--- config.mk ---
export PLATFORM = sky130hd
export DESIGN_NAME = fcc_seq_flat
export DESIGN_NICKNAME = d
export VERILOG_FILES = /design/src/design/fcc_pkg.sv /design/src/design/fcc_in_if.sv /design/src/design/fcc_out_if.sv /design/src/design/fcc_seq.sv /design/src/flat_wrapper.sv
export SDC_FILE = /design/constraint.sdc
export NUM_CORES = 1
export LEC_CHECK = 0
export BUFFER_PORTS_ARGS = -buffer_cell sky130_fd_sc_hd__buf_2
export CAP_MARGIN = 30
export CORE_UTILIZATION = 55
export DETAILED_ROUTE_END_ITERATION = 6
export MAX_ROUTING_LAYER = met4
export PLACE_DENSITY = 0.77
export SLEW_MARGIN = 20
export SYNTH_ARGS = -nofsm -noshare
export SYNTH_HDL_FRONTEND = slang
export SYNTH_SLANG_ARGS = --single-unit
--- constraint.sdc ---
create_clock -name clk_i -period 4.3 [get_ports clk_i]
set_input_delay 1.075 -clock clk_i [delete_from_list [all_inputs] [get_ports clk_i]]
set_output_delay 1.075 -clock clk_i [all_outputs]
set_load 0.01 [all_outputs]
--- src/design/fcc_pkg.sv ---
// Shared types, widths and codes for the FAT cluster chain engine.
package fcc_pkg;

  // Field widths fixed by the transaction format.
  localparam int FUNC_W   = 2;
  localparam int CLUS_W   = 28;
  localparam int KIND_W   = 2;
  localparam int COUNT_W  = 13;
  localparam int STATUS_W = 2;
  localparam int CFG_DW   = 13;

  // Default table size in clusters.
  localparam int MAX_CLUSTERS_DEF = 4096;

  // Operation codes.
  localparam logic [FUNC_W-1:0] FUNC_GET   = 2'd0;
  localparam logic [FUNC_W-1:0] FUNC_SET   = 2'd1;
  localparam logic [FUNC_W-1:0] FUNC_ALLOC = 2'd2;
  localparam logic [FUNC_W-1:0] FUNC_FREE  = 2'd3;

  // Status codes.
  localparam logic [STATUS_W-1:0] ST_OK    = 2'd0;
  localparam logic [STATUS_W-1:0] ST_FAIL  = 2'd1;
  localparam logic [STATUS_W-1:0] ST_LIMIT = 2'd2;

  // Table formats.
  localparam logic [KIND_W-1:0] KIND_12   = 2'd0;
  localparam logic [KIND_W-1:0] KIND_16   = 2'd1;
  localparam logic [KIND_W-1:0] KIND_32   = 2'd2;
  localparam logic [KIND_W-1:0] KIND_NONE = 2'd3;

  // Register indexes.
  localparam logic REG_FAT_KIND      = 1'b0;
  localparam logic REG_CLUSTER_COUNT = 1'b1;

  // Special entry values in the 28-bit domain.
  localparam logic [CLUS_W-1:0] CL_FREE    = 28'h0000000;
  localparam logic [CLUS_W-1:0] CL_RESV    = 28'h0000001;
  localparam logic [CLUS_W-1:0] CL_BAD     = 28'hFFFFFF7;
  localparam logic [CLUS_W-1:0] CL_EOC_LOW = 28'hFFFFFF8;
  localparam logic [CLUS_W-1:0] CL_EOC     = 28'hFFFFFFF;

  // Narrow-format special thresholds.
  localparam logic [11:0] FAT12_SPECIAL = 12'hFF7;
  localparam logic [15:0] FAT16_SPECIAL = 16'hFFF7;

  // Configuration as seen by the sequencer.
  typedef struct packed {
    logic [KIND_W-1:0]  kind;
    logic [COUNT_W-1:0] count;
  } cfg_t;

endpackage

--- src/design/fcc_in_if.sv ---
// Request channel interface: operation, cluster and value to write.
interface fcc_in_if;
  import fcc_pkg::*;

  logic                valid;
  logic                ready;
  logic [FUNC_W-1:0]   func;
  logic [CLUS_W-1:0]   cluster;
  logic [CLUS_W-1:0]   next_value;

  modport source (output valid, output func, output cluster, output next_value, input ready);
  modport sink   (input valid, input func, input cluster, input next_value, output ready);
endinterface

--- src/design/fcc_out_if.sv ---
// Response channel interface: decoded or allocated value and status.
interface fcc_out_if;
  import fcc_pkg::*;

  logic                valid;
  logic                ready;
  logic [CLUS_W-1:0]   result_value;
  logic [STATUS_W-1:0] status;

  modport source (output valid, output result_value, output status, input ready);
  modport sink   (input valid, input result_value, input status, output ready);
endinterface

--- src/design/fcc_seq.sv ---
// Sequencer that runs get, set, allocate and free as byte accesses to the table.
module fcc_seq #(
  parameter int MAX_CLUSTERS = 4096,
  parameter int AW           = 14
) (
  input  logic                 clk_i,
  input  logic                 rst_ni,
  input  fcc_pkg::cfg_t        cfg_i,
  fcc_in_if.sink               in_if,
  fcc_out_if.source            out_if,
  output logic                 mem_we_o,
  output logic [AW-1:0]        mem_waddr_o,
  output logic [7:0]           mem_wdata_o,
  output logic [AW-1:0]        mem_raddr_o,
  input  logic [7:0]           mem_rdata_i
);
  import fcc_pkg::*;

  localparam int CW    = $clog2(MAX_CLUSTERS + 1);
  localparam int UW    = (CW > COUNT_W) ? CW : COUNT_W;
  localparam int DEPTH = 4 * MAX_CLUSTERS;

  typedef enum logic [4:0] {
    S_CLEAR, S_IDLE, S_GET_DONE, S_SET_DONE,
    S_AL_START, S_AL_WALK, S_AL_WALK_CHK, S_AL_S1_INIT, S_AL_S1, S_AL_S1_CHK,
    S_AL_S2, S_AL_S2_CHK, S_AL_FIN_CHK, S_AL_LINK, S_AL_EOC, S_AL_DONE,
    S_FR_START, S_FR_LOOP, S_FR_CLR, S_FR_CHK,
    S_RD_START, S_RD_LOOP, S_WR_START, S_WR_BYTES, S_RESP
  } state_e;

  state_e              state_q, ret_q, wret_q;
  logic [CLUS_W-1:0]   clus_q, here_q, idx_q, wval_q;
  logic [CW-1:0]       cand_q, steps_q;
  logic [AW-1:0]       base_q, clr_q;
  logic [2:0]          rk_q;
  logic [7:0]          raw_q [4];
  logic                oor_q, wok_q;
  logic [CLUS_W-1:0]   res_val_q, out_val_q;
  logic [STATUS_W-1:0] res_st_q, out_st_q;
  logic                out_valid_q;

  logic [UW-1:0]       usable_w;
  logic [CW-1:0]       usable;
  logic [CLUS_W-1:0]   usable28;
  logic [2:0]          nb;
  logic [CW-1:0]       ix;
  logic [AW-1:0]       base;
  logic [15:0]         t16;
  logic [11:0]         t12;
  logic [CLUS_W-1:0]   rd_val;
  logic [7:0]          wbyte;
  logic                kind_bad;

  // Clusters in use, limited to the table size.
  always_comb begin
    usable_w = (UW'(cfg_i.count) > UW'(MAX_CLUSTERS)) ? UW'(MAX_CLUSTERS) : UW'(cfg_i.count);
    usable   = CW'(usable_w);
    usable28 = CLUS_W'(usable);
    kind_bad = (cfg_i.kind == KIND_NONE);
    nb       = (cfg_i.kind == KIND_32) ? 3'd4 : 3'd2;
  end

  // Byte offset of the entry under access.
  always_comb begin
    ix = idx_q[CW-1:0];
    case (cfg_i.kind)
      KIND_12: base = AW'(ix) + AW'(ix >> 1);
      KIND_16: base = AW'(ix) << 1;
      default: base = AW'(ix) << 2;
    endcase
  end

  // Decode the captured bytes into a 28-bit entry value.
  always_comb begin
    t16 = {raw_q[1], raw_q[0]};
    t12 = idx_q[0] ? t16[15:4] : t16[11:0];
    case (cfg_i.kind)
      KIND_12: rd_val = (t12 >= FAT12_SPECIAL) ? {16'hFFFF, t12} : CLUS_W'(t12);
      KIND_16: rd_val = (t16 >= FAT16_SPECIAL) ? {12'hFFF, t16} : CLUS_W'(t16);
      KIND_32: rd_val = {raw_q[3][3:0], raw_q[2], raw_q[1], raw_q[0]};
      default: rd_val = CL_BAD;
    endcase
    if (oor_q) begin
      rd_val = CL_BAD;
    end
  end

  // Byte to store, merging the shared nibbles from the bytes just read.
  always_comb begin
    wbyte = 8'h00;
    case (cfg_i.kind)
      KIND_12: begin
        if (idx_q[0]) begin
          wbyte = (rk_q[0] == 1'b0) ? {wval_q[3:0], raw_q[0][3:0]} : wval_q[11:4];
        end else begin
          wbyte = (rk_q[0] == 1'b0) ? wval_q[7:0] : {raw_q[1][7:4], wval_q[11:8]};
        end
      end
      KIND_16: wbyte = (rk_q[0] == 1'b0) ? wval_q[7:0] : wval_q[15:8];
      default: begin
        case (rk_q[1:0])
          2'd0:    wbyte = wval_q[7:0];
          2'd1:    wbyte = wval_q[15:8];
          2'd2:    wbyte = wval_q[23:16];
          default: wbyte = {raw_q[3][7:4], wval_q[27:24]};
        endcase
      end
    endcase
  end

  // Memory port drive.
  always_comb begin
    mem_raddr_o = base_q + AW'(rk_q);
    mem_we_o    = 1'b0;
    mem_waddr_o = base_q + AW'(rk_q);
    mem_wdata_o = wbyte;
    if (state_q == S_CLEAR) begin
      mem_we_o    = 1'b1;
      mem_waddr_o = clr_q;
      mem_wdata_o = 8'h00;
    end else if (state_q == S_WR_BYTES) begin
      mem_we_o = 1'b1;
    end
  end

  assign in_if.ready         = (state_q == S_IDLE);
  assign out_if.valid        = out_valid_q;
  assign out_if.result_value = out_val_q;
  assign out_if.status       = out_st_q;

  // Control sequencer with its registered outputs.
  always_ff @(posedge clk_i or negedge rst_ni) begin
    if (!rst_ni) begin
      state_q     <= S_CLEAR;
      ret_q       <= S_IDLE;
      wret_q      <= S_IDLE;
      clus_q      <= '0;
      here_q      <= '0;
      idx_q       <= '0;
      wval_q      <= '0;
      cand_q      <= '0;
      steps_q     <= '0;
      base_q      <= '0;
      clr_q       <= '0;
      rk_q        <= '0;
      raw_q       <= '{default: 8'h00};
      oor_q       <= 1'b0;
      wok_q       <= 1'b0;
      res_val_q   <= '0;
      res_st_q    <= ST_OK;
      out_val_q   <= '0;
      out_st_q    <= ST_OK;
      out_valid_q <= 1'b0;
    end else begin
      // The response state reloads the output register itself.
      if (out_valid_q && out_if.ready && state_q != S_RESP) begin
        out_valid_q <= 1'b0;
      end
      unique case (state_q)
        // Zero the table one byte per cycle.
        S_CLEAR: begin
          clr_q <= clr_q + AW'(1);
          if (clr_q == AW'(DEPTH - 1)) begin
            state_q <= S_IDLE;
          end
        end
        S_IDLE: begin
          if (in_if.valid) begin
            clus_q <= in_if.cluster;
            idx_q  <= in_if.cluster;
            wval_q <= in_if.next_value;
            unique case (in_if.func)
              FUNC_GET: begin
                ret_q   <= S_GET_DONE;
                state_q <= S_RD_START;
              end
              FUNC_SET: begin
                wret_q  <= S_SET_DONE;
                state_q <= S_WR_START;
              end
              FUNC_ALLOC: state_q <= S_AL_START;
              default:    state_q <= S_FR_START;
            endcase
          end
        end
        S_GET_DONE: begin
          res_val_q <= rd_val;
          res_st_q  <= oor_q ? ST_FAIL : ST_OK;
          state_q   <= S_RESP;
        end
        S_SET_DONE: begin
          res_val_q <= '0;
          res_st_q  <= wok_q ? ST_OK : ST_FAIL;
          state_q   <= S_RESP;
        end
        // Allocate: walk to the end of the chain.
        S_AL_START: begin
          steps_q <= '0;
          if (kind_bad || clus_q >= CL_BAD) begin
            res_val_q <= CL_BAD;
            res_st_q  <= ST_FAIL;
            state_q   <= S_RESP;
          end else if (clus_q > CL_RESV) begin
            here_q  <= clus_q;
            state_q <= S_AL_WALK;
          end else begin
            here_q  <= CL_RESV;
            state_q <= S_AL_S1_INIT;
          end
        end
        S_AL_WALK: begin
          if (steps_q >= usable) begin
            res_val_q <= CL_BAD;
            res_st_q  <= ST_LIMIT;
            state_q   <= S_RESP;
          end else begin
            steps_q <= steps_q + CW'(1);
            idx_q   <= here_q;
            ret_q   <= S_AL_WALK_CHK;
            state_q <= S_RD_START;
          end
        end
        S_AL_WALK_CHK: begin
          if (rd_val >= CL_EOC_LOW || rd_val <= CL_RESV) begin
            state_q <= S_AL_S1_INIT;
          end else if (rd_val == CL_BAD) begin
            res_val_q <= CL_BAD;
            res_st_q  <= ST_FAIL;
            state_q   <= S_RESP;
          end else begin
            here_q  <= rd_val;
            state_q <= S_AL_WALK;
          end
        end
        // Search upward from the chain end.
        S_AL_S1_INIT: begin
          cand_q  <= here_q[CW-1:0] + CW'(1);
          state_q <= S_AL_S1;
        end
        S_AL_S1: begin
          if (cand_q < usable) begin
            idx_q   <= CLUS_W'(cand_q);
            ret_q   <= S_AL_S1_CHK;
            state_q <= S_RD_START;
          end else begin
            cand_q  <= CW'(2);
            state_q <= S_AL_S2;
          end
        end
        S_AL_S1_CHK: begin
          if (rd_val == CL_FREE) begin
            state_q <= S_AL_LINK;
          end else begin
            cand_q  <= cand_q + CW'(1);
            state_q <= S_AL_S1;
          end
        end
        // Wrap around below the chain end, then check the last candidate.
        S_AL_S2: begin
          idx_q   <= CLUS_W'(cand_q);
          state_q <= S_RD_START;
          if (CLUS_W'(cand_q) < here_q) begin
            ret_q <= S_AL_S2_CHK;
          end else begin
            ret_q <= S_AL_FIN_CHK;
          end
        end
        S_AL_S2_CHK: begin
          if (rd_val == CL_FREE) begin
            state_q <= S_AL_LINK;
          end else begin
            cand_q  <= cand_q + CW'(1);
            state_q <= S_AL_S2;
          end
        end
        S_AL_FIN_CHK: begin
          if (rd_val == CL_FREE) begin
            state_q <= S_AL_LINK;
          end else begin
            res_val_q <= CL_BAD;
            res_st_q  <= ST_FAIL;
            state_q   <= S_RESP;
          end
        end
        // Link the old end to the new cluster and terminate the chain.
        S_AL_LINK: begin
          if (here_q > CL_RESV) begin
            idx_q   <= here_q;
            wval_q  <= CLUS_W'(cand_q);
            wret_q  <= S_AL_EOC;
            state_q <= S_WR_START;
          end else begin
            state_q <= S_AL_EOC;
          end
        end
        S_AL_EOC: begin
          idx_q   <= CLUS_W'(cand_q);
          wval_q  <= CL_EOC;
          wret_q  <= S_AL_DONE;
          state_q <= S_WR_START;
        end
        S_AL_DONE: begin
          res_val_q <= CLUS_W'(cand_q);
          res_st_q  <= ST_OK;
          state_q   <= S_RESP;
        end
        // Free: read each link, clear it, follow it.
        S_FR_START: begin
          steps_q <= '0;
          here_q  <= clus_q;
          if (kind_bad || clus_q <= CL_RESV || clus_q >= usable28) begin
            res_val_q <= '0;
            res_st_q  <= ST_FAIL;
            state_q   <= S_RESP;
          end else begin
            state_q <= S_FR_LOOP;
          end
        end
        S_FR_LOOP: begin
          if (steps_q >= usable) begin
            res_val_q <= '0;
            res_st_q  <= ST_LIMIT;
            state_q   <= S_RESP;
          end else begin
            steps_q <= steps_q + CW'(1);
            idx_q   <= here_q;
            ret_q   <= S_FR_CLR;
            state_q <= S_RD_START;
          end
        end
        S_FR_CLR: begin
          here_q  <= rd_val;
          wval_q  <= CL_FREE;
          wret_q  <= S_FR_CHK;
          state_q <= S_WR_START;
        end
        S_FR_CHK: begin
          if (here_q >= CL_BAD || here_q <= CL_RESV) begin
            res_val_q <= '0;
            res_st_q  <= ST_OK;
            state_q   <= S_RESP;
          end else begin
            state_q <= S_FR_LOOP;
          end
        end
        // Entry read: range check, then one byte per cycle.
        S_RD_START: begin
          rk_q <= '0;
          if (kind_bad || idx_q >= usable28) begin
            oor_q   <= 1'b1;
            state_q <= ret_q;
          end else begin
            oor_q   <= 1'b0;
            base_q  <= base;
            state_q <= S_RD_LOOP;
          end
        end
        S_RD_LOOP: begin
          if (rk_q != 3'd0) begin
            raw_q[2'(rk_q - 3'd1)] <= mem_rdata_i;
          end
          if (rk_q == nb) begin
            rk_q    <= '0;
            state_q <= ret_q;
          end else begin
            rk_q <= rk_q + 3'd1;
          end
        end
        // Entry write: read the bytes first so shared nibbles survive.
        S_WR_START: begin
          if (kind_bad || idx_q <= CL_RESV || idx_q >= usable28) begin
            wok_q   <= 1'b0;
            state_q <= wret_q;
          end else begin
            wok_q   <= 1'b1;
            ret_q   <= S_WR_BYTES;
            state_q <= S_RD_START;
          end
        end
        S_WR_BYTES: begin
          if (rk_q == nb - 3'd1) begin
            rk_q    <= '0;
            state_q <= wret_q;
          end else begin
            rk_q <= rk_q + 3'd1;
          end
        end
        // Hand the result to the output register once it is free.
        S_RESP: begin
          if (!out_valid_q || out_if.ready) begin
            out_valid_q <= 1'b1;
            out_val_q   <= res_val_q;
            out_st_q    <= res_st_q;
            state_q     <= S_IDLE;
          end
        end
        default: state_q <= S_IDLE;
      endcase
    end
  end

endmodule

--- src/flat_wrapper.sv ---
// flat-port wrapper written by rule: the top's interface ports become plain ports
module fcc_seq_flat import fcc_pkg::*;
#(
  parameter int MAX_CLUSTERS = 4096,
  parameter int AW           = 14
)
  (clk_i, rst_ni, cfg_i, mem_we_o, mem_waddr_o, mem_wdata_o, mem_raddr_o, mem_rdata_i, in_if_valid, in_if_func, in_if_cluster, in_if_next_value, in_if_ready, out_if_valid, out_if_result_value, out_if_status, out_if_ready);
  fcc_in_if in_if_i ();
  fcc_out_if out_if_i ();
  input  logic clk_i;
  input  logic rst_ni;
  input  fcc_pkg::cfg_t cfg_i;
  output logic mem_we_o;
  output logic [AW-1:0] mem_waddr_o;
  output logic [7:0] mem_wdata_o;
  output logic [AW-1:0] mem_raddr_o;
  input  logic [7:0] mem_rdata_i;
  input wire logic [$bits(in_if_i.valid)-1:0] in_if_valid;
  input wire logic [$bits(in_if_i.func)-1:0] in_if_func;
  input wire logic [$bits(in_if_i.cluster)-1:0] in_if_cluster;
  input wire logic [$bits(in_if_i.next_value)-1:0] in_if_next_value;
  output wire logic [$bits(in_if_i.ready)-1:0] in_if_ready;
  output wire logic [$bits(out_if_i.valid)-1:0] out_if_valid;
  output wire logic [$bits(out_if_i.result_value)-1:0] out_if_result_value;
  output wire logic [$bits(out_if_i.status)-1:0] out_if_status;
  input wire logic [$bits(out_if_i.ready)-1:0] out_if_ready;
  assign in_if_i.valid = in_if_valid;
  assign in_if_i.func = in_if_func;
  assign in_if_i.cluster = in_if_cluster;
  assign in_if_i.next_value = in_if_next_value;
  assign in_if_ready = in_if_i.ready;
  assign out_if_valid = out_if_i.valid;
  assign out_if_result_value = out_if_i.result_value;
  assign out_if_status = out_if_i.status;
  assign out_if_i.ready = out_if_ready;
  fcc_seq #(.MAX_CLUSTERS(MAX_CLUSTERS), .AW(AW)) u_core (.clk_i(clk_i), .rst_ni(rst_ni), .cfg_i(cfg_i), .in_if(in_if_i), .out_if(out_if_i), .mem_we_o(mem_we_o), .mem_waddr_o(mem_waddr_o), .mem_wdata_o(mem_wdata_o), .mem_raddr_o(mem_raddr_o), .mem_rdata_i(mem_rdata_i));
endmodule
* Word-level counts from Yosys, hierarchy flattened
Index checks and enable logic that the tools add are counted.
Widths: inputs -> output; s select.
** Operators by class
- Add/sub/neg operators :: 9
- Multiply operators :: 0
- Div/mod/pow operators :: 0
- Order comparisons :: 19
- Equality and inequality tests :: 62
- Shift operators :: 0
- Mux-type cells :: 99
- Bitwise gates (word level) :: 2
- Reduce and logical (&&, ||, !) cells :: 48
** Operators by type and width (count)
- $mux 28 :: 21
- $pmux 28 s10 :: 1
- $pmux 28 s4 :: 2
- $pmux 28 s5 :: 1
- $le 28x1->1 const B :: 4
- $mux 5 :: 22
- $pmux 5 s21 :: 1
- $ge 28x28->1 const B :: 3
- $pmux 28 s3 :: 1
- $ge 28x13->1 :: 2
- $gt 28x1->1 const B :: 2
- $mux 13 :: 4
- $mux 8 :: 6
- $eq 5x5->1 const B :: 9
- $eq 5x4->1 const B :: 8
- $add 13x1->13 const B :: 3
- $pmux 13 s3 :: 1
- $bwmux 32 :: 1
- $pmux 5 s6 :: 1
- $eq 28x28->1 const B :: 1
- $logic_not 28->1 :: 1
- $lt 13x28->1 :: 1
- $pmux 14 s2 :: 1
- $ne 2x1->1 const B :: 13
- other kinds (59) :: 129
** Storage, ports and cells
- Register bits after elaboration :: 279
- Latch bits :: 0
- RAM bits :: 0
- ROM bits :: 0
- Input port bits :: 85
- Output and inout port bits :: 69
- Memories :: 0

* Logic depth before layout (Yosys ltp)
Gate-level depths: netlist (run 1).
- Word-level depth :: 9
- Mapped depth :: 14
- Mapped depth without buffers :: 11

* Least setup slack after synthesis (run 1)
OpenSTA, ideal clock, no wires.
- Path type :: input-to-reg
- Start point :: in cfg_i[12] in the netlist's numbering
- End point :: reg u_core.ret_q[1]
- Setup time :: 0.125 ns
- Arrival time :: 3.755 ns
- Path slack :: 0.420 ns
- Stages on the path :: 13
- Path buffers :: 2
- Cell sequence :: inv_1 -> clkbuf_1 -> nand2_1 -> ha_1 -> a21oi_1 -> o21ai_0 -> a2111oi_0 -> a21oi_1 -> a21oi_1 -> o31ai_1 -> or2_2 -> clkbuf_1 -> mux2_2
** Between the ends
- Longest elaborated chain between the ends :: 6
- Elaborated cells between the ends (all ways) :: 11
- Those cells by class :: order compare: 4; eq/ne: 4; mux: 1; reduce/logical: 2
** Ends and longest elaborated chain
- start: declaration :: RTL line flat_wrapper.sv:12 : input fcc_pkg::cfg_t cfg_i;
- $gt 13x13->1 :: RTL line fcc_seq.sv:56 : usable_w = (UW'(cfg_i.count) > UW'(MAX_CLUSTERS)) ? UW'(MAX_CLUSTERS) : UW'(cfg_i.count);
- $mux 13 * :: RTL line fcc_seq.sv:56
- $ge 28x13->1 :: RTL line fcc_seq.sv:371 : if (kind_bad || idx_q <= CL_RESV || idx_q >= usable28) begin
- $logic_or 1x1->1 :: RTL line fcc_seq.sv:371
- $ne 2x2->1 (no line)
- $reduce_and 7->1 (no line) *
- end signal: assignment :: RTL line fcc_seq.sv:265 : ret_q <= S_AL_FIN_CHK;
- end signal: assignment :: RTL line fcc_seq.sv:327 : ret_q <= S_FR_CLR;
- end signal: assignment :: RTL line fcc_seq.sv:376 : ret_q <= S_WR_BYTES;
- end: declaration :: RTL line fcc_seq.sv:31 : state_e state_q, ret_q, wret_q;
Mark *: on every way between the ends. The rest lies on a longest branch, timed or not.
A chain may end at the register's enable or synchronous reset.

* Worst setup path after layout (run 1)
- Start point :: reg u_core.rk_q[1]
- End point :: out mem_waddr_o[12]
** Between the ends
- Longest elaborated chain between the ends :: 2
** Ends and longest elaborated chain
- start: declaration :: RTL line fcc_seq.sv:35 : logic [2:0] rk_q;
- start signal: assignment :: RTL line fcc_seq.sv:366 : rk_q <= rk_q + 3'd1;
- start signal: assignment :: RTL line fcc_seq.sv:385 : rk_q <= rk_q + 3'd1;
- $add 14x3->14 :: RTL line fcc_seq.sv:115 : mem_waddr_o = base_q + AW'(rk_q);
- $mux 14 :: RTL line fcc_seq.sv:117 : if (state_q == S_CLEAR) begin
- end: declaration :: RTL line flat_wrapper.sv:14 : output logic [AW-1:0] mem_waddr_o;
Every way passes these cells.

==> flow_summary_export.csv, run 1 <==
group,metric,value,unit
floorplan,io_pins,154,
worst_setup_path,crit_chain,"inv_1 > fa_1 > inv_1 > a21o_1 > nand4_1 > inv_1 > nand3_1 > xnor2_1 > nor2_1 > nor2_1 > buf_2",
cts,root_buffer,"clkbuf_16",
logic_synthesis,synth.avg_cell_area,9.34,um^2
routing,routedWlPerCell,24.1,um
grt,grt_pass1_wl,92.0,mm
cells_and_area,multi_input_area,10000,um^2
cells_and_area,final_common_cell,"dfrtp_1",
cells_and_area,area_growth,14.1,%
power,leakage,8.93,nW
worst_setup_path,crit_type,"register to output pin",
sta,setup_viol_count_final,0,
logic_synthesis,yosysSeqAreaShare,39.4,%
place,dpl_worst_slack,0.0967,ns
cells_and_area,final_cell_mix,"dfrtp_1, nand2_1, nor2_1",
floorplan,rows,65,
cells_and_area,n_fill_cell,2584,
place,port_buffers,153,
cells_and_area,regArea,6960,um^2
routing,ant_nets,0,
grt,grt_overflow,0,
logic_synthesis,synthArstFlopShare,100,%
cts,cts_resized,0,
worst_setup_path,worst_setup_path_end_kind,"output pin",
sta,hold_violations,0,
grt,first_global_vias,15700,
worst_setup_path,worst-path-buf-inv,4,
logic_synthesis,synthCells,1893,
cts,clk_pin_slew,0.06,ns
worst_setup_path,endpoint,"mem_waddr_o[12]",
logic_synthesis,yosysWarnings,0,
routing,drt-pass1-iter-count,7,
cts,cts_tree,"done",
worst_setup_path,startpoint_type,"register",
sta,max_freq,247,MHz
place,place_area,19100,um^2
cells_and_area,diodes,0,
cells_and_area,layout-drive-gt1-share,22.4,%
worst_setup_path,critPathTopFamily,"flip-flops",
sta,drv_slew,0,
cells_and_area,nets,2223,
routing,vias,16300,
logic_synthesis,synth-main-ff-cell,"dfrtp_1",
worst_setup_path,cp_slowest_cell,"dfrtp_1",
worst_setup_path,cp_common_cell,"inv_1",
cts,clock_path_buffers,3,
sta,hold-worst-slack,0.480,ns
logic_synthesis,ys_seq_elements,278,
sta,post-route-period-util,94.1,%
cts,postCtsSetupBuffers,0,
grt,antenna_found_initial,0,
worst_setup_path,r2r_cells,10,
floorplan,start_util,56.0,%
worst_setup_path,r2r-start,"u_core.idx_q[0]",
power,total_power,14.2,mW
worst_setup_path,cp.required,3.22,ns
sta,worst_slack,0.253,ns
sta,setup_tns,0,ns
sta,slew_headroom,36.2,%
floorplan,core_area,31600,um^2
grt,grt_max_degree,82,
worst_hold_path,hp-class,"register to register",
cts,clkLatencyLatePin,0.58,ns
cts,clkSinkCount,278,
cts,cts_hold_buf,0,
power,ir_worst_vdd,0.415,mV
routing,viasPerCell,6.64,
place,place_congestion,1.02,
floorplan,dieArea,32900,um^2
sta,fin_skew,0.0206,ns
worst_setup_path,cp_num_cells,11,
worst_setup_path,startpoint,"u_core.rk_q[1]",
floorplan,die_h,181,um
job,drv_cap,0,
logic_synthesis,synth_edf_count,0,
logic_synthesis,netlist_area,17700,um^2
sta,worstMarginPinSlew,0.947,ns
grt,gr-usage-all-layers,37.3,%
logic_synthesis,synthDistinctLibCells,91,
floorplan,die_x,181,um
worst_setup_path,max_stage_delay,0.54,ns
sta,period_minus_slack,4.05,ns
worst_setup_path,r2r_slack,0.46,ns
place,dp_hpwl,44.3,mm
routing,wirelength,59.4,mm
routing,drc,17,
logic_synthesis,syn_nets,2076,
sta,grt_setup_unrepaired,"false",
worst_setup_path,cp.arrival,2.97,ns
routing,drt_iter0_drc,1854,
cells_and_area,final_area,20200,um^2
cts,cts_made_buffers,31,
run_status,violations,"design-rule violations",
run_status,status,"complete, but fails checks",
worst_setup_path,path_max_fanout,10,
cts,htree_levels,1,
power,power_density,705,nW/um^2
worst_setup_path,r2r_end,"u_core.here_q[17]",
-- cells by family (layout without fill, tap and decap cells) --
kind of cell	count (synthesis)	count (layout)	synth area share (%)
AOI/OAI and AO/OA	532	532	19.3
xor gates and xnor gates	43	43	2.13
adders and majority gates	98	98	7.02
buffers and inverters	172	338	4.11
DFF	278	278	39.4
muxes	176	176	11.7
and+or+nand+nor	594	594	16.4
-- cell type report --
cell class	count	area share (%)
Multi-Input combinational cell	1443	49.7
Sequential cell	278	34.5
Timing Repair Buffer	228	7.04
Clock buffer	42	4.40
Tap cell	402	2.49
Inverter	58	1.08
Clock inverter	10	0.781
-- worst min path at each step --
stage	start	to	slack [ns]	cells after the start
floorplan	u_core.wret_q[1]	u_core.wret_q[1]	0.44	1
global placement	u_core.idx_q[20]	u_core.idx_q[20]	0.46	2
detailed placement	u_core.wret_q[1]	u_core.wret_q[1]	0.46	1
CTS	u_core.idx_q[26]	u_core.idx_q[26]	0.48	2
global route	u_core.ret_q[3]	u_core.ret_q[3]	0.50	1
finish	u_core.idx_q[16]	u_core.idx_q[16]	0.48	2
-- worst reg2reg max path: stages (launching register included) --
cell	delay, ns
dfrtp_1	0.79
buf_4	0.34
or4b_1	0.44
o311ai_0	0.18
nand2_1	0.19
or4_4	0.61
nand2b_1	0.17
a21oi_1	0.19
or4_1	0.20
buf_12	0.22
mux2_2	0.39
-- registers in the layout (all words and copies together) (netlist names), 2 cells and up --
| signal | count |
|---|---|
| u_core.out_if.status | 2 |
| u_core.clr_q | 14 |
| u_core.base_q | 14 |
| u_core.raw_q | 32 |
| u_core.res_val_q | 28 |
| u_core.wval_q | 28 |
| u_core.out_if.result_value | 28 |
| u_core.cand_q | 13 |
| u_core.idx_q | 28 |
| u_core.rk_q | 3 |
| u_core.clus_q | 28 |
| u_core.res_st_q | 2 |
| u_core.wret_q | 4 |
| u_core.here_q | 28 |
| u_core.state_q | 5 |
| u_core.steps_q | 13 |
| u_core.ret_q | 5 |
-- power by group --
group | switching (mW) | internal, mW | total (mW)
registers | 1.27 | 3.56 | 4.84
logic | 3.74 | 2.88 | 6.62
clock network | 1.10 | 1.66 | 2.76
total | 6.11 | 8.11 | 14.2
-- cells in the mapped netlist (27+ instances only) --
cell	number	area (um^2)
dfrtp_1	276	6910
nand4_1	30	188
xnor2_1	31	272
inv_1	57	214
nor2_1	171	642
ha_1	96	1200
mux2_2	133	1500
a21oi_1	152	761
clkbuf_1	79	297
nor3_1	29	145
o21ai_0	153	766
mux2i_1	27	270
nand2_1	179	672
nand3_1	37	185
-- per-stage QoR --
step	instances	util, %
2_1_floorplan	1893	-
3_3_place_gp	2408	60.6
3_5_place_dp	2408	60.6
4_1_cts	2460	63.9
5_1_grt	2461	63.9
6_report	2461	63.9
-- layer usage --
metal,track usage [%],wire length [um],up-vias
met3,4.60,5330,170
met4,16.2,2880,0
met2,57.3,27200,902
met1,49.9,24100,7976
met5,-,0,-
li1,-,-,7295
No activity file was read; power rests on OpenSTA's default activity.
==> inputs of run 2 (changes only) <==
CORE_MARGIN = 4   (was unset)
CORE_UTILIZATION = 60   (was 55)
PLACE_DENSITY = 0.83   (was 0.77)
==> flow_summary_export.csv, run 2 (same netlist as run 1, synthesis figures left out) <==
group,metric,value,unit
run_status,status,"finished clean",
cts,clock_path_buffers,3,
routing,ant_nets,0,
sta,fin_skew,0.0194,ns
cts,cts_resized,0,
worst_setup_path,max_stage_delay,0.53,ns
power,ir_worst_vdd,0.467,mV
routing,drt_iter0_drc,2150,
cts,clkSinkCount,278,
worst_setup_path,crit_type,"register to output pin",
cts,clk_pin_slew,0.06,ns
sta,post-route-period-util,93.7,%
grt,grt_util_met2,57.9,%
cts,postCtsSetupBuffers,0,
sta,worstMarginPinSlew,0.949,ns
worst_setup_path,path_max_fanout,10,
cts,cts_tree,"done",
sta,setup_viol_count_final,0,
floorplan,dieArea,32300,um^2
cells_and_area,largest_reg_flops,32,
place,place_congestion,1.00,
cells_and_area,largest-register,"u_core.raw_q",
floorplan,die_h,180,um
worst_setup_path,cp.required,3.22,ns
cells_and_area,final_common_cell,"dfrtp_1",
cts,cts_hold_buf,0,
routing,viasPerCell,6.66,
cells_and_area,layout-drive-gt1-share,22.6,%
sta,period_minus_slack,4.03,ns
grt,busiest_layer,"met2",
power,total_power,14.2,mW
routing,drc,0,
job,drv_cap,0,
place,dp_hpwl,44.8,mm
worst_hold_path,hp-class,"register to register",
worst_setup_path,cp_slowest_cell,"dfrtp_1",
grt,grt_pass1_wl,93.6,mm
power,leakage,8.92,nW
sta,setup_tns,0,ns
sta,hold_violations,0,
grt,grt_use_met3,5.17,%
cells_and_area,area_growth,13.9,%
floorplan,core_area,28900,um^2
grt,first_global_vias,16100,
sta,slew_headroom,36.8,%
cells_and_area,final_area,20100,um^2
cells_and_area,multi_input_area,10000,um^2
cells_and_area,n_fill_cell,2251,
sta,max_freq,248,MHz
worst_setup_path,crit_chain,"inv_1 > fa_1 > inv_1 > a21o_1 > nand4_1 > inv_1 > nand3_1 > xnor2_1 > nor2_1 > nor2_1 > buf_2",
worst_setup_path,worst-path-buf-inv,4,
worst_setup_path,cp_common_cell,"inv_1",
worst_setup_path,startpoint_type,"register",
cells_and_area,final_cell_mix,"dfrtp_1, nand2_1, nor2_1",
routing,vias,16300,
floorplan,rows,62,
floorplan,io_pins,154,
routing,wirelength,60.3,mm
floorplan,die_x,180,um
sta,drv_slew,0,
grt,antenna_found_initial,1,
grt,grt_overflow,0,
cells_and_area,nets,2227,
routing,routedWlPerCell,24.6,um
grt,grt_max_degree,96,
grt,grtUsageMet1,49.9,%
floorplan,start_util,61.3,%
grt,gr-usage-all-layers,37.3,%
worst_setup_path,cp.arrival,2.95,ns
sta,grt_setup_unrepaired,"false",
cts,clkLatencyLatePin,0.57,ns
cells_and_area,regArea,6960,um^2
place,place_area,19200,um^2
place,port_buffers,153,
worst_setup_path,critPathTopFamily,"flip-flops",
cts,root_buffer,"clkbuf_16",
cts,htree_levels,1,
power,power_density,703,nW/um^2
cts,cts_made_buffers,30,
worst_setup_path,worst_setup_path_end_kind,"output pin",
routing,drt-pass1-iter-count,7,
-- run 2: cell type report --
class / count / area share, %
multi-input cells: 1443 / 49.8
clock inverters: 12 / 0.677
well taps: 384 / 2.38
diodes: 1 / 0.0124
repair buffers: 233 / 7.27
flip-flops and latches: 278 / 34.5
clock buffers: 42 / 4.25
inverters: 58 / 1.08
-- run 2: stage by stage --
step / hold WS, ns / cells / setup WS [ns] / utilization, %
floorplan: 0.440 / 1893 / 0.420 / -
global placement: 0.464 / 2396 / 0.0981 / 66.4
detailed placement: 0.471 / 2396 / 0.0651 / 66.4
CTS: 0.485 / 2450 / 0.249 / 69.8
global route: 0.510 / 2451 / 0.122 / 69.8
finish: 0.482 / 2451 / 0.273 / 69.8
-- run 2: routing by layer --
layer | share of wire, % | up-vias
met5 | 0 | -
met4 | 5.3 | 0
met3 | 8.7 | 171
met2 | 46 | 906
met1 | 40 | 7934
li1 | - | 7322
-- run 2: final timing paths --
check | start | end | depth (start not counted) | slack, ns
setup / recovery | u_core.rk_q[1] | mem_waddr_o[12] | 11 | 0.27
hold / removal | u_core.idx_q[21] | u_core.idx_q[21] | 2 | 0.48
setup reg to reg | u_core.idx_q[0] | u_core.state_q[3] | 12 | 0.69
hold reg to reg | u_core.idx_q[21] | u_core.idx_q[21] | 2 | 0.48
max in group asynchronous | rst_ni | u_core.out_if.result_value[10] | 2 | 2.77
min in group asynchronous | rst_ni | u_core.steps_q[11] | 1 | 0.52
-- run 2: tightest hold or removal path, delay by kind of cell, from the launching register on --
| family | cells | cell delay, ns |
|---|---|---|
| simple gates | 1 | 0.05 |
| compound gates | 1 | 0.06 |
| flops | 1 | 0.34 |
-- run 2: power breakdown --
group	leakage (nW)	switching, mW	internal [mW]
clock network	0.480	1.12	1.51
logic	5.12	3.81	2.92
registers	3.33	1.25	3.57
total	8.92	6.18	7.99
==> inputs of run 3 (changes only) <==
BUFFER_PORTS_ARGS = unset   (was -buffer_cell sky130_fd_sc_hd__buf_2)
DONT_BUFFER_PORTS = 1   (was unset)
PLACE_DENSITY = 0.79   (was 0.83)
==> flow_summary_export.csv, run 3 (same netlist as run 1, synthesis figures left out) <==
group,metric,value,unit
run_status,status,"complete, but fails checks",
run_status,violations,"design-rule violations",
worst_hold_path,hp-class,"primary input to async pin",
floorplan,core_area,28900,um^2
grt,first_global_vias,14800,
cells_and_area,area_growth,8.53,%
cells_and_area,final_cell_mix,"dfrtp_1, nand2_1, nor2_1",
cells_and_area,largest_reg_flops,32,
sta,max_freq,246,MHz
floorplan,die_h,180,um
sta,period_minus_slack,4.06,ns
grt,grt_overflow,0,
worst_setup_path,crit_chain,"ha_1 > a21o_1 > a21oi_1 > nor2_1 > and3_1 > xor2_1 > nor2_1 > nor2_1",
routing,viasPerCell,6.85,
worst_setup_path,max_stage_delay,0.50,ns
worst_setup_path,cp.arrival,2.99,ns
sta,drv_slew,0,
floorplan,start_util,61.3,%
cells_and_area,layout-drive-gt1-share,15.3,%
worst_setup_path,cp.required,3.22,ns
place,port_buffers,0,
grt,grt_max_degree,279,
cts,cts_made_buffers,30,
power,power_density,714,nW/um^2
cts,clock_path_buffers,3,
power,ir_worst_vdd,0.524,mV
worst_setup_path,cp_common_cell,"nor2_1",
worst_setup_path,path_max_fanout,10,
sta,grt_setup_unrepaired,"false",
sta,setup_tns,0,ns
worst_setup_path,critPathTopFamily,"simple AND/OR/NAND/NOR gates",
worst_setup_path,crit_type,"register to output pin",
routing,wirelength,55.1,mm
routing,ant_nets,0,
floorplan,io_pins,154,
power,power.internal,7.84,mW
power,swShare,42.8,%
worst_setup_path,worst-path-buf-inv,0,
worst_setup_path,cp_slowest_cell,"dfrtp_1",
worst_setup_path,worst_setup_path_end_kind,"output pin",
worst_setup_path,startpoint_type,"register",
cts,cts_resized,0,
cts,htree_levels,1,
cts,postCtsSetupBuffers,0,
place,dp_hpwl,40.2,mm
sta,setup_viol_count_final,0,
cts,clkSinkCount,278,
job,drv_cap,0,
power,p_sw,5.86,mW
floorplan,die_x,180,um
routing,drt_iter0_drc,1935,
cts,clk_pin_slew,0.06,ns
cells_and_area,final_area,19200,um^2
sta,fin_skew,0.0225,ns
sta,worstMarginPinSlew,0.736,ns
power,leakage,8.18,nW
power,seqPwrFrac,36.0,%
routing,drt-pass1-iter-count,7,
cts,clkLatencyLatePin,0.58,ns
cells_and_area,largest-register,"u_core.raw_q",
cts,cts_hold_buf,0,
power,p_clk_share,20.7,%
grt,grt_pass1_wl,86.1,mm
place,place_congestion,1.03,
cts,root_buffer,"clkbuf_16",
place,place_area,18100,um^2
routing,routedWlPerCell,24.2,um
floorplan,rows,62,
cells_and_area,fin_util,66.5,%
grt,gr-usage-all-layers,34.0,%
sta,slew_headroom,50.9,%
sta,post-route-period-util,94.4,%
power,combPwrFrac,43.3,%
cts,cts_tree,"done",
grt,antenna_found_initial,1,
routing,drc,9,
floorplan,dieArea,32300,um^2
sta,hold_violations,0,
cells_and_area,nets,2046,
routing,vias,15600,
cells_and_area,final_common_cell,"dfrtp_1",
==> run 3: power groups by stage <==
stage	Sequential, mW	Clock, mW	Combinational [mW]
finish	4.93	2.83	5.94
global route	4.98	2.97	6.56
CTS	4.85	2.86	5.87
detailed placement	4.87	0	5.82
global placement	4.84	0	5.59
floorplan	4.33	0	4.57
==> run 3: final cells by class <==
class / count / area, um^2
clock inverter: 19 / 259
tap: 384 / 480
sequential: 278 / 6960
inverter: 58 / 218
multi-input combinational: 1443 / 10000
fill: 2318 / 9670
antenna: 2 / 5.00
timing repair buffer: 52 / 420
clock buffer: 37 / 818
==> run 3: final timing paths <==
check                                 start                end  slack (ns)  depth (start not counted)
setup / recovery             u_core.rk_q[1]    mem_waddr_o[13]        0.24                          8
hold / removal                       rst_ni  u_core.base_q[13]        0.21                          0
setup reg to reg            u_core.idx_q[0]  u_core.here_q[17]        0.54                         10
hold reg to reg            u_core.idx_q[20]   u_core.idx_q[20]        0.48                          2
max in group asynchronous            rst_ni  u_core.here_q[27]        3.47                          0
min in group clk_i         u_core.idx_q[20]   u_core.idx_q[20]        0.48                          2
==> run 3: routing by layer <==
metal	vias up	track usage (%)	wire, um
met5	-	-	0
met4	0	13.6	2920
met3	189	6.87	5650
met2	917	51.6	24900
met1	7522	45.1	21600
li1	6948	-	-
==> run 3: stage by stage <==
stage | hold slack [ns] | setup WS (ns) | std cells | power, mW
final | 0.208 | 0.240 | 2273 | 13.7
after CTS | 0.195 | 0.234 | 2270 | 13.6
after detailed placement | 0.460 | 0.0421 | 2214 | 10.7
after global routing | 0.187 | 0.0235 | 2273 | 14.5
after floorplan | 0.440 | 0.420 | 1893 | 8.90
after global placement | 0.458 | 0.198 | 2213 | 10.4
